--- config.mk ---
export PLATFORM = sky130hd
export DESIGN_NAME = mtb_rank_unit
export DESIGN_NICKNAME = d
export VERILOG_FILES = /design/src/design/mtb_pkg.sv /design/src/design/mtb_rank_unit.sv
export SDC_FILE = /design/constraint.sdc
export NUM_CORES = 1
export LEC_CHECK = 0
export BUFFER_PORTS_ARGS = -buffer_cell sky130_fd_sc_hd__buf_2
export CAP_MARGIN = 20
export CORE_MARGIN = 3
export CORE_UTILIZATION = 52
export DETAILED_ROUTE_END_ITERATION = 10
export GPL_TIMING_DRIVEN = 0
export PLACE_DENSITY_LB_ADDON = 0.25
export SETUP_SLACK_MARGIN = 0.05
export SLEW_MARGIN = 15
export SYNTH_ARGS = -nofsm -noshare
export SYNTH_HDL_FRONTEND = slang
export SYNTH_SLANG_ARGS = --single-unit
--- constraint.sdc ---
create_clock -name clk -period 10.25 [get_ports clk]
set_input_delay 0.5125 -clock clk [delete_from_list [all_inputs] [get_ports clk]]
set_output_delay 0.5125 -clock clk [all_outputs]
set_load 0.005 [all_outputs]
--- src/design/mtb_pkg.sv ---
`timescale 1ns / 1ps
// Shared constants and types for the median threshold binarizer.
// No dependencies; every other file imports this package.
package mtb_pkg;

  localparam int MAX_PIXELS = 1048576;
  localparam int CNT_W      = $clog2(MAX_PIXELS + 1);
  localparam int LEVELS     = 256;
  localparam int LVL_W      = $clog2(LEVELS);

  localparam logic [CNT_W-1:0] MAX_CNT      = CNT_W'(MAX_PIXELS);
  localparam logic [LVL_W-1:0] LVL_MAX      = LVL_W'(LEVELS - 1);
  localparam logic [LVL_W-1:0] THRESH_RESET = LVL_W'(123);
  localparam logic [LVL_W-1:0] PIX_ON       = LVL_W'(255);
  localparam logic [LVL_W-1:0] PIX_OFF      = LVL_W'(0);

  localparam logic OP_STATS    = 1'b0;
  localparam logic OP_CLASSIFY = 1'b1;

  // Histogram write port
  typedef struct packed {
    logic             en;
    logic [LVL_W-1:0] addr;
    logic [CNT_W-1:0] data;
  } hist_wr_t;

  // Rank unit control
  typedef struct packed {
    logic             clear;
    logic             acc;
    logic [LVL_W-1:0] idx;
  } rank_ctl_t;

  // Rank unit result: levels at the lower and upper middle rank
  typedef struct packed {
    logic [LVL_W-1:0] lvl_a;
    logic [LVL_W-1:0] lvl_b;
  } rank_res_t;

endpackage

--- src/design/mtb_rank_unit.sv ---
`timescale 1ns / 1ps
// Shared accumulate-and-compare unit: running sum of bins against two ranks.
// Uses mtb_pkg.
module mtb_rank_unit (
  input  logic                      clk,
  input  logic                      rst_n,
  input  mtb_pkg::rank_ctl_t        ctl,
  input  logic [mtb_pkg::CNT_W-1:0] bin,
  input  logic [mtb_pkg::CNT_W-1:0] rank_a,
  input  logic [mtb_pkg::CNT_W-1:0] rank_b,
  output mtb_pkg::rank_res_t        res
);
  import mtb_pkg::*;

  logic [CNT_W-1:0] cum_r, cum_nxt;
  logic [LVL_W-1:0] a_r, a_nxt, b_r, b_nxt;
  logic             a_hit_r, a_hit_nxt, b_hit_r, b_hit_nxt;

  always_comb begin
    cum_nxt   = cum_r;
    a_nxt     = a_r;
    b_nxt     = b_r;
    a_hit_nxt = a_hit_r;
    b_hit_nxt = b_hit_r;
    if (ctl.clear) begin
      cum_nxt   = '0;
      a_nxt     = LVL_MAX;
      b_nxt     = LVL_MAX;
      a_hit_nxt = 1'b0;
      b_hit_nxt = 1'b0;
    end else if (ctl.acc) begin
      cum_nxt = cum_r + bin;
      // latch the first level whose running sum passes each rank
      if (!a_hit_r && (cum_nxt > rank_a)) begin
        a_nxt     = ctl.idx;
        a_hit_nxt = 1'b1;
      end
      if (!b_hit_r && (cum_nxt > rank_b)) begin
        b_nxt     = ctl.idx;
        b_hit_nxt = 1'b1;
      end
    end
  end

  always_ff @(posedge clk) begin
    if (!rst_n) begin
      cum_r   <= '0;
      a_r     <= LVL_MAX;
      b_r     <= LVL_MAX;
      a_hit_r <= 1'b0;
      b_hit_r <= 1'b0;
    end else begin
      cum_r   <= cum_nxt;
      a_r     <= a_nxt;
      b_r     <= b_nxt;
      a_hit_r <= a_hit_nxt;
      b_hit_r <= b_hit_nxt;
    end
  end

  assign res.lvl_a = a_r;
  assign res.lvl_b = b_r;

endmodule

Yosys cells after proc, flatten, opt, wreduce, memory -nomap -nowiden

Cells that the tools add are included.

Logic and storage cells: 16
Bits of input ports: 75
Register bits: 39

$add $sub $neg: 1
Bitwise gates (word level): 1
Magnitude comparators: 2
Reduce and logical (&&, ||, !) cells: 7

Operators with widths:

| cell                | number |
|---|---|
| 21-bit > comparator | 2 |
| 21-bit adder        | 1 |
| 2-bit AND reduction | 2 |
| 1-bit logical AND   | 2 |
| 1-bit zero test     | 2 |
| 2-bit OR reduction  | 1 |
| 1-bit inverter      | 1 |

Depth between registers and ports, before layout

Gate-level depths: netlist of the first run.

Depth after elaboration: 4
Depth in mapped cells: 18
Gate-level depth less buffers: 16

Worst setup path before layout of the first run

OpenSTA, ideal clock, no wires.

Kind: input-to-reg
Start point: input bin[0] in the netlist's numbering
End point: register a_hit_r
Stages on the path: 17
Setup slack: 6.250 ns
Arrival time: 3.886 ns
Path through: ha_1 > inv_1 > fa_1 > nand2b_1 > a211oi_4 > o21ai_2 > a2111o_1 > nand2_1 > xor2_1 > ha_1 > a21o_1 > a21o_1 > a221oi_1 > o21ai_1 > o21a_1 > buf_2 > o21a_1

Word-level cells in the longest chain between the ends: 4

Ends and longest elaborated chain:

| item                          | line                | RTL |
|---|---|---|
| start, declared               | mtb_rank_unit.sv:8  | `input logic [mtb_pkg::CNT_W-1:0] bin,` |
| 21-bit adder                  | mtb_rank_unit.sv:32 | `cum_nxt = cum_r + bin;` |
| 21-bit > comparator           | mtb_rank_unit.sv:34 | `if (!a_hit_r && (cum_nxt > rank_a)) begin` |
| 1-bit logical AND             | mtb_rank_unit.sv:34 |  |
| 2-bit AND reduction (no line) | --                  |  |
| end signal, assigned          | mtb_rank_unit.sv:56 | `a_hit_r <= a_hit_nxt;` |
| end, declared                 | mtb_rank_unit.sv:17 | `logic a_hit_r, a_hit_nxt, b_hit_r, b_hit_nxt;` |

No other way between the ends.
A chain may end at the register's enable or synchronous reset.

Final worst setup path of the first run

Start point: register cum_r[0]
End point: register a_r[3]

Word-level cells in the longest chain between the ends: 4

Ends and longest elaborated chain:

| item                          | line                | RTL |
|---|---|---|
| start, declared               | mtb_rank_unit.sv:15 | `logic [CNT_W-1:0] cum_r, cum_nxt;` |
| start signal, assigned        | mtb_rank_unit.sv:53 | `cum_r <= cum_nxt;` |
| 21-bit adder                  | mtb_rank_unit.sv:32 |  |
| 21-bit > comparator           | mtb_rank_unit.sv:34 |  |
| 1-bit logical AND             | mtb_rank_unit.sv:34 |  |
| 2-bit AND reduction (no line) | --                  |  |
| end signal, assigned          | mtb_rank_unit.sv:54 | `a_r <= a_nxt;` |
| end, declared                 | mtb_rank_unit.sv:16 | `logic [LVL_W-1:0] a_r, a_nxt, b_r, b_nxt;` |

No other way between the ends.

==> run metrics, run 1 <==
PortBufs=90; Remaining Overflow, GRT=0; Filler cells=roughly 640; crit path max fanout=9; clk slew on worst S/H paths=about 0.090 ns; initial antenna violation count=0; sequential area share after synthesis=0.201; min cycle time layout=between 4 and 5 ns; FF-to-FF Start=cum_r[0]; status=completed; end of the worst hold path=cum_r[6]; worst-margin pin slew=just over 0.9 ns; area delta synth->final=17.6%; count leader, synth=inv_1; total negative slack=0 ns; Peak VDD IR=approximately 0.079 mV; top cell type by total area after synthesis=dfxtp_1; global-route wire length before repair=~17,000 um; routed length per instance=around 15 um; CTS Hold Bufs=0; PD cells=approximately 110 mW/mm2; Final Max Slew Viols=0; Die W=between 90 and 100 um; Worst setup EP type=flop; Gate Count Post-Synth=about 500; area of the core=~0.007 mm2; Max clock buf depth=2; hold_sp=cum_r[6]; Synth top cells by count=inv_1, ha_1, dfxtp_1; vias in the first global route=roughly 3,700; post-CTS setup buffers=0; Final nets=approximately 730; # clock sinks=39; layout cells sized above 1=0.199; net count after synthesis=roughly 640; first-iteration detailed-routing DRC count=around 220; largest net degree at the start of global routing=15; Setup Skew=a little under 0.005 ns; CP Class=flop to flop; relative slew slack=0.386; final hold vios=0; dominant synthesized flop cell=dfxtp_1; Post-synth EDFFs=0; Yosys warning count=0; Hold Crit Class=flop to flop; RSZ-0062 raised after global routing=false; max cap viols=0; Async SR Flop Fraction=0; final worst setup slack=approximately 5.6 ns; Worst Path Required=about 10 ns; H-tree level count=2; placed instance count=685; Starting Density=0.554; CTS tree=done; Post-DRT Antenna Nets=0; DIE AREA=0.00855 mm2; cell area after layout=0.00457 mm2; share of the synthesized area in the top cell type=0.201; r2r worst-path depth=17; Synth cell types=56; setup slack at placement=5.34 ns; row cnt=30; DP Area=between 0.004 and 0.005 mm2; Final setup viols=0; Fmax achieved=~0.21 GHz; Synth Register Bits=39; Root Driver=clkbuf_8; WL final=approximately 10,000 um; hold depth=2; ANT cells=0; IO Pins=between 90 and 100; Placer Congestion=roughly 0.95; clk_lat worst skew=roughly 0.3 ns; Critical Path Source Type=flop; Tcrit/Tclk final=0.457; GRT Util Overall=0.243; Area contributors post-synth=dfxtp_1, ha_1, o211ai_1; Cell Area, Synth=just under 0.004 mm2; hpwl dp=approximately 8500 um; reg2reg end=a_r[3]; die height=approximately 92 um; DR DRC count=0; PostCTS Resize Cnt=0; Static Leak=approximately 2.4 nW; R2R Setup Slk=5.57 ns; Non-Filler Instances=between 600 and 700; crit path DAT=just under 5 ns; TritonCTS buffer count=5; vias per inst=about 5.7; Vias=3,977; DR pass1 iterations=5; syn_area_per_cell=between 7 and 8 um2
==> report_power, final <==
part,switching [W],leakage [nW],internal [W]
Clock,0.0000643,0.0548,0.0000735
Sequential,0.00000464,0.318,0.000160
Combinational,0.000109,1.99,0.0000776
Total,0.000178,2.37,0.000311
==> critical path, cell delays in order (launching register included) <==
cell	delay (ns)
dfxtp_1	0.34
ha_1	0.16
inv_1	0.05
fa_1	0.39
nand2b_1	0.23
a211oi_4	0.31
o21ai_2	0.13
a211oi_1	0.44
nor2_1	0.10
xnor2_1	0.18
ha_1	0.32
nand4_1	0.13
nor4_1	0.68
a221oi_1	0.17
o21ai_1	0.44
o21a_1	0.18
buf_2	0.19
o211ai_1	0.10
==> layout by cell type, fill, tap and decap left out, types with 2 or more instances in the layout <==
cell type	instances
a211oi_1	4
a21o_1	12
a21oi_1	37
a221oi_1	2
a31o_2	3
a31oi_1	3
a32oi_1	4
and2_1	2
and3_1	5
and4_1	3
buf_1	3
buf_2	97
clkbuf_1	11
clkbuf_8	5
dfxtp_1	39
ha_1	62
inv_1	67
mux2i_1	9
nand2_1	31
nand2b_1	6
nand3_1	16
nand4_1	14
nor2_1	23
nor2b_1	7
nor3_1	10
nor4_1	3
o211ai_1	37
o21a_1	8
o21ai_0	15
o21ai_1	3
o21ai_2	2
o21bai_1	4
or3_1	6
xnor2_1	14
xor2_1	5
==> cell type report <==
| class | instances | area [um2] | share of cell area |
|---|---|---|---|
| inverter | 67 | 251 | 0.0550 |
| tap | 96 | 120 | 0.0263 |
| buffer | 22 | 92.6 | 0.0202 |
| multi-input combinational | 371 | 2760 | 0.604 |
| clock inverter | 3 | 46.3 | 0.0101 |
| sequential | 39 | 781 | 0.171 |
| clock buffer | 5 | 68.8 | 0.0150 |
| timing repair buffer | 90 | 450 | 0.0985 |
==> through the flow <==
stage | util | hold WS (ns) | power [W]
6_report | 0.652 | 0.475 | 0.000489
4_1_cts | 0.652 | 0.476 | 0.000488
5_1_grt | 0.652 | 0.493 | 0.000518
2_1_floorplan | - | 0.442 | 0.000297
3_3_place_gp | 0.635 | 0.455 | 0.000344
3_5_place_dp | 0.635 | 0.462 | 0.000352
==> cell families after synthesis <==
logic type,synth area share
compound gates,0.264
xor+xnor,0.0428
fa+ha+maj,0.205
buf+inv,0.0885
flops,0.201
mux,0.0261
simple gates,0.173
==> how the worst max path moves through the flow <==
stage	start	end
2_1_floorplan	bin[0]	a_hit_r
5_1_grt	cum_r[0]	a_r[3]
3_3_place_gp	bin[0]	a_r[5]
3_5_place_dp	bin[0]	a_r[3]
6_report	cum_r[0]	a_r[3]
4_1_cts	cum_r[0]	a_r[4]
==> per-layer routing <==
layer | GRT usage | vias up | part of all wire
met3 | 0.0382 | 13 | 0.060
met1 | 0.307 | 1815 | 0.43
li1 | - | 2004 | -
met4 | 0.0619 | 0 | 0.015
met5 | 0 | - | 0
met2 | 0.428 | 145 | 0.49
==> sequential cells by signal (all words and copies together), names as in the netlist <==
signal and count:
a_r 8, b_r 8, a_hit_r 1, b_hit_r 1
cum_r 21
(Power assumes the default switching activity.)
==> run 2: changes to the inputs <==
clock period = 4.52 ns   (was 10.25 ns; I/O delays follow)
==> run 2 against run 1 <==
Via count rose by 0.23%; die area unchanged; clock skew hardly changed; maximum frequency is 8.9% higher; sequential cell count did not move; worst hold slack worse by 0.26 ns; largest cell class unchanged; setup slack lost 5.3 ns; clock power grew 120%; global-route usage is essentially flat; clock-buffer cell count is the same; combinational power is 140% higher; design area is 1.6% higher.
==> run metrics, run 2 (synthesized netlist as in run 1, its figures left out) <==
status=completed (unchanged); DR DRC count=0 (unchanged); Final nets=737 (was 734); crit path max fanout=9 (unchanged); Vias=3,986 (was 3,977); slowest CP cell=a2111o_1 (was nor4_1); largest net degree at the start of global routing=15 (unchanged); end of the worst hold path=a_r[5] (was cum_r[6]); GRT Util Overall=0.243 (about the same); Non-Filler Instances=696 (was 693); Remaining Overflow, GRT=0 (unchanged); PD cells=242 mW/mm2 (was 107 mW/mm2); Final Max Slew Viols=0 (unchanged); hpwl dp=8500 um (unchanged); routed length per instance=15.3 um (was 15.1 um); CTS tree=done (unchanged); R2R Setup Slk=0.22 ns (was 5.57 ns); area of the core=0.00702 mm2 (unchanged); Static Leak=2.40 nW (was 2.37 nW); commonest non-fill, non-tap cells in the layout=buf_2, inv_1, ha_1 (unchanged); die height=92.5 um (unchanged); ANT cells=0 (unchanged); initial antenna violation count=0 (unchanged); hold_sp=ctl[5] (was cum_r[6]); setup slack at placement=-0.115 ns (was 5.34 ns); placed instance count=685 (unchanged); Critical Path Source Type=flop (unchanged); Starting Density=0.554 (unchanged); crit path DAT=4.50 ns (was 4.85 ns); most common cell after layout, fill and taps aside=buf_2 (unchanged); delay-heaviest family, CP=compound AO/OA/AOI/OAI gates (unchanged); layout cells sized above 1=0.212 (was 0.199); CP Class=flop to flop (unchanged); Setup Skew=0.00472 ns (was 0.00495 ns); Worst setup EP type=flop (unchanged); WL final=10,700 um (was 10,500 um); Die W=92.5 um (unchanged); max cap viols=0 (unchanged); area delta synth->final=19.5% (was 17.6%); row cnt=30 (unchanged); Root Driver=clkbuf_8 (unchanged); CP cell instances=ha_1 > inv_1 > fa_1 > nand2b_1 > a211oi_4 > o21ai_2 > a2111o_1 > nand2_1 > xor2_1 > ha_1 > a21o_1 > a21o_1 > a221oi_1 > o21ai_2 > o21a_1 > buf_2 > o21a_1 (was ha_1 > inv_1 > fa_1 > nand2b_1 > a211oi_4 > o21ai_2 > a211oi_1 > nor2_1 > xnor2_1 > ha_1 > nand4_1 > nor4_1 > a221oi_1 > o21ai_1 > o21a_1 > buf_2 > o211ai_1); global-route wire length before repair=17,000 um (about the same); DIE AREA=0.00855 mm2 (unchanged); crit path buf inv count=2 (unchanged); r2r worst-path depth=17 (unchanged); final hold vios=0 (unchanged); IO Pins=91 (unchanged); max FFs per register=21 (unchanged); Fmax achieved=0.233 GHz (was 0.214 GHz); FF-to-FF Start=cum_r[0] (unchanged); vias in the first global route=3,665 (unchanged); # clock sinks=39 (unchanged); Tcrit/Tclk final=0.951 (was 0.457); RSZ-0062 raised after global routing=true (was false); Max clock buf depth=2 (unchanged); Final setup viols=0 (unchanged); Placer Congestion=0.952 (unchanged); DR pass1 iterations=5 (unchanged); Regs by FF count=cum_r (21), a_r (8), b_r (8) (unchanged); PortBufs=90 (unchanged); Largest Register=cum_r (unchanged); vias per inst=5.73 (was 5.74); total negative slack=0 ns (unchanged); reg2reg end=a_hit_r (was a_r[3]); Worst Path Required=4.72 ns (was 10.41 ns); Peak VDD IR=0.175 mV (was 0.0793 mV); worst-margin pin slew=0.716 ns (was 0.916 ns); first-iteration detailed-routing DRC count=173 (was 223); hold depth=3 (was 2); Post-DRT Antenna Nets=0 (unchanged); min cycle time layout=4.30 ns (was 4.68 ns); Hold Crit Class=input port to flop (was flop to flop); H-tree level count=2 (unchanged); clk_lat worst skew=0.30 ns (about the same); TritonCTS buffer count=5 (unchanged); final worst setup slack=0.221 ns (was 5.57 ns); relative slew slack=0.523 (was 0.386); clk slew on worst S/H paths=0.09 ns (about the same); CP peak stage delay=0.47 ns (was 0.68 ns)
-- run 2: changes by cell type in the layout (fill, tap and decap cells not counted), sizes merged --
cell / before / now
buf: 100 / 103
-- run 2: where the power goes --
| part | leakage [nW] | switching [W] | internal (W) |
|---|---|---|---|
| Clock | 0.0548 | 0.000144 | 0.000167 |
| Sequential | 0.318 | 0.0000112 | 0.000362 |
| Combinational | 2.02 | 0.000256 | 0.000185 |
| Total | 2.40 | 0.000410 | 0.000714 |
-- run 2: final cells by class --
class / count / area (um2)
multi-input combinational: 371 / 2810
fill: 625 / 2370
timing repair buffer: 93 / 473
inverter: 67 / 251
clock buffer: 5 / 68.8
clock inverter: 3 / 46.3
sequential: 39 / 781
buffer: 22 / 92.6
tap: 96 / 120
-- run 2: per-layer routing --
metal | global-route usage | part of all wire | vias to the layer above
met5 | 0 | 0 | -
met4 | 0.0619 | 0.019 | 0
met3 | 0.0382 | 0.057 | 17
met2 | 0.428 | 0.49 | 144
met1 | 0.308 | 0.43 | 1815
li1 | - | - | 2010
-- run 2: how the worst max path moves through the flow --
| stage | end | from | cells after the start |
|---|---|---|---|
| floorplan | a_hit_r | cum_r[0] | 17 |
| detailed placement | a_r[3] | cum_r[0] | 17 |
| global route | a_r[3] | cum_r[0] | 17 |
| CTS | a_r[4] | cum_r[0] | 17 |
| finish | a_hit_r | cum_r[0] | 17 |
| global placement | a_r[5] | cum_r[0] | 17 |
-- run 2: stage by stage --
stage	power [W]	hold slack, ns	utilization	cell area [um2]
floorplan	0.000673	0.417	-	3890
global placement	0.000780	0.455	0.635	4460
detailed placement	0.000799	0.462	0.635	4460
CTS	0.00111	0.218	0.653	4580
global route	0.00119	0.218	0.662	4650
finish	0.00112	0.215	0.662	4650
-- run 2: timing repair --
action / 4_1_cts / 5_1_grt
buffers inserted: 0 / 3
endpoints found under the setup margin: 9 / 17
resized for setup: 1 / 7
hold buffers: 0 / 0
-- run 2: worst reg2reg max path: stages (launching register included) --
cell	delay, ns
dfxtp_1	0.34
ha_1	0.16
inv_1	0.05
fa_1	0.39
nand2b_1	0.23
a211oi_4	0.30
o21ai_2	0.14
a2111o_1	0.47
nand2_1	0.09
xor2_1	0.29
ha_1	0.31
a21o_1	0.17
a21o_1	0.17
a221oi_1	0.37
o21ai_2	0.18
o21a_1	0.20
buf_2	0.16
o21a_1	0.17
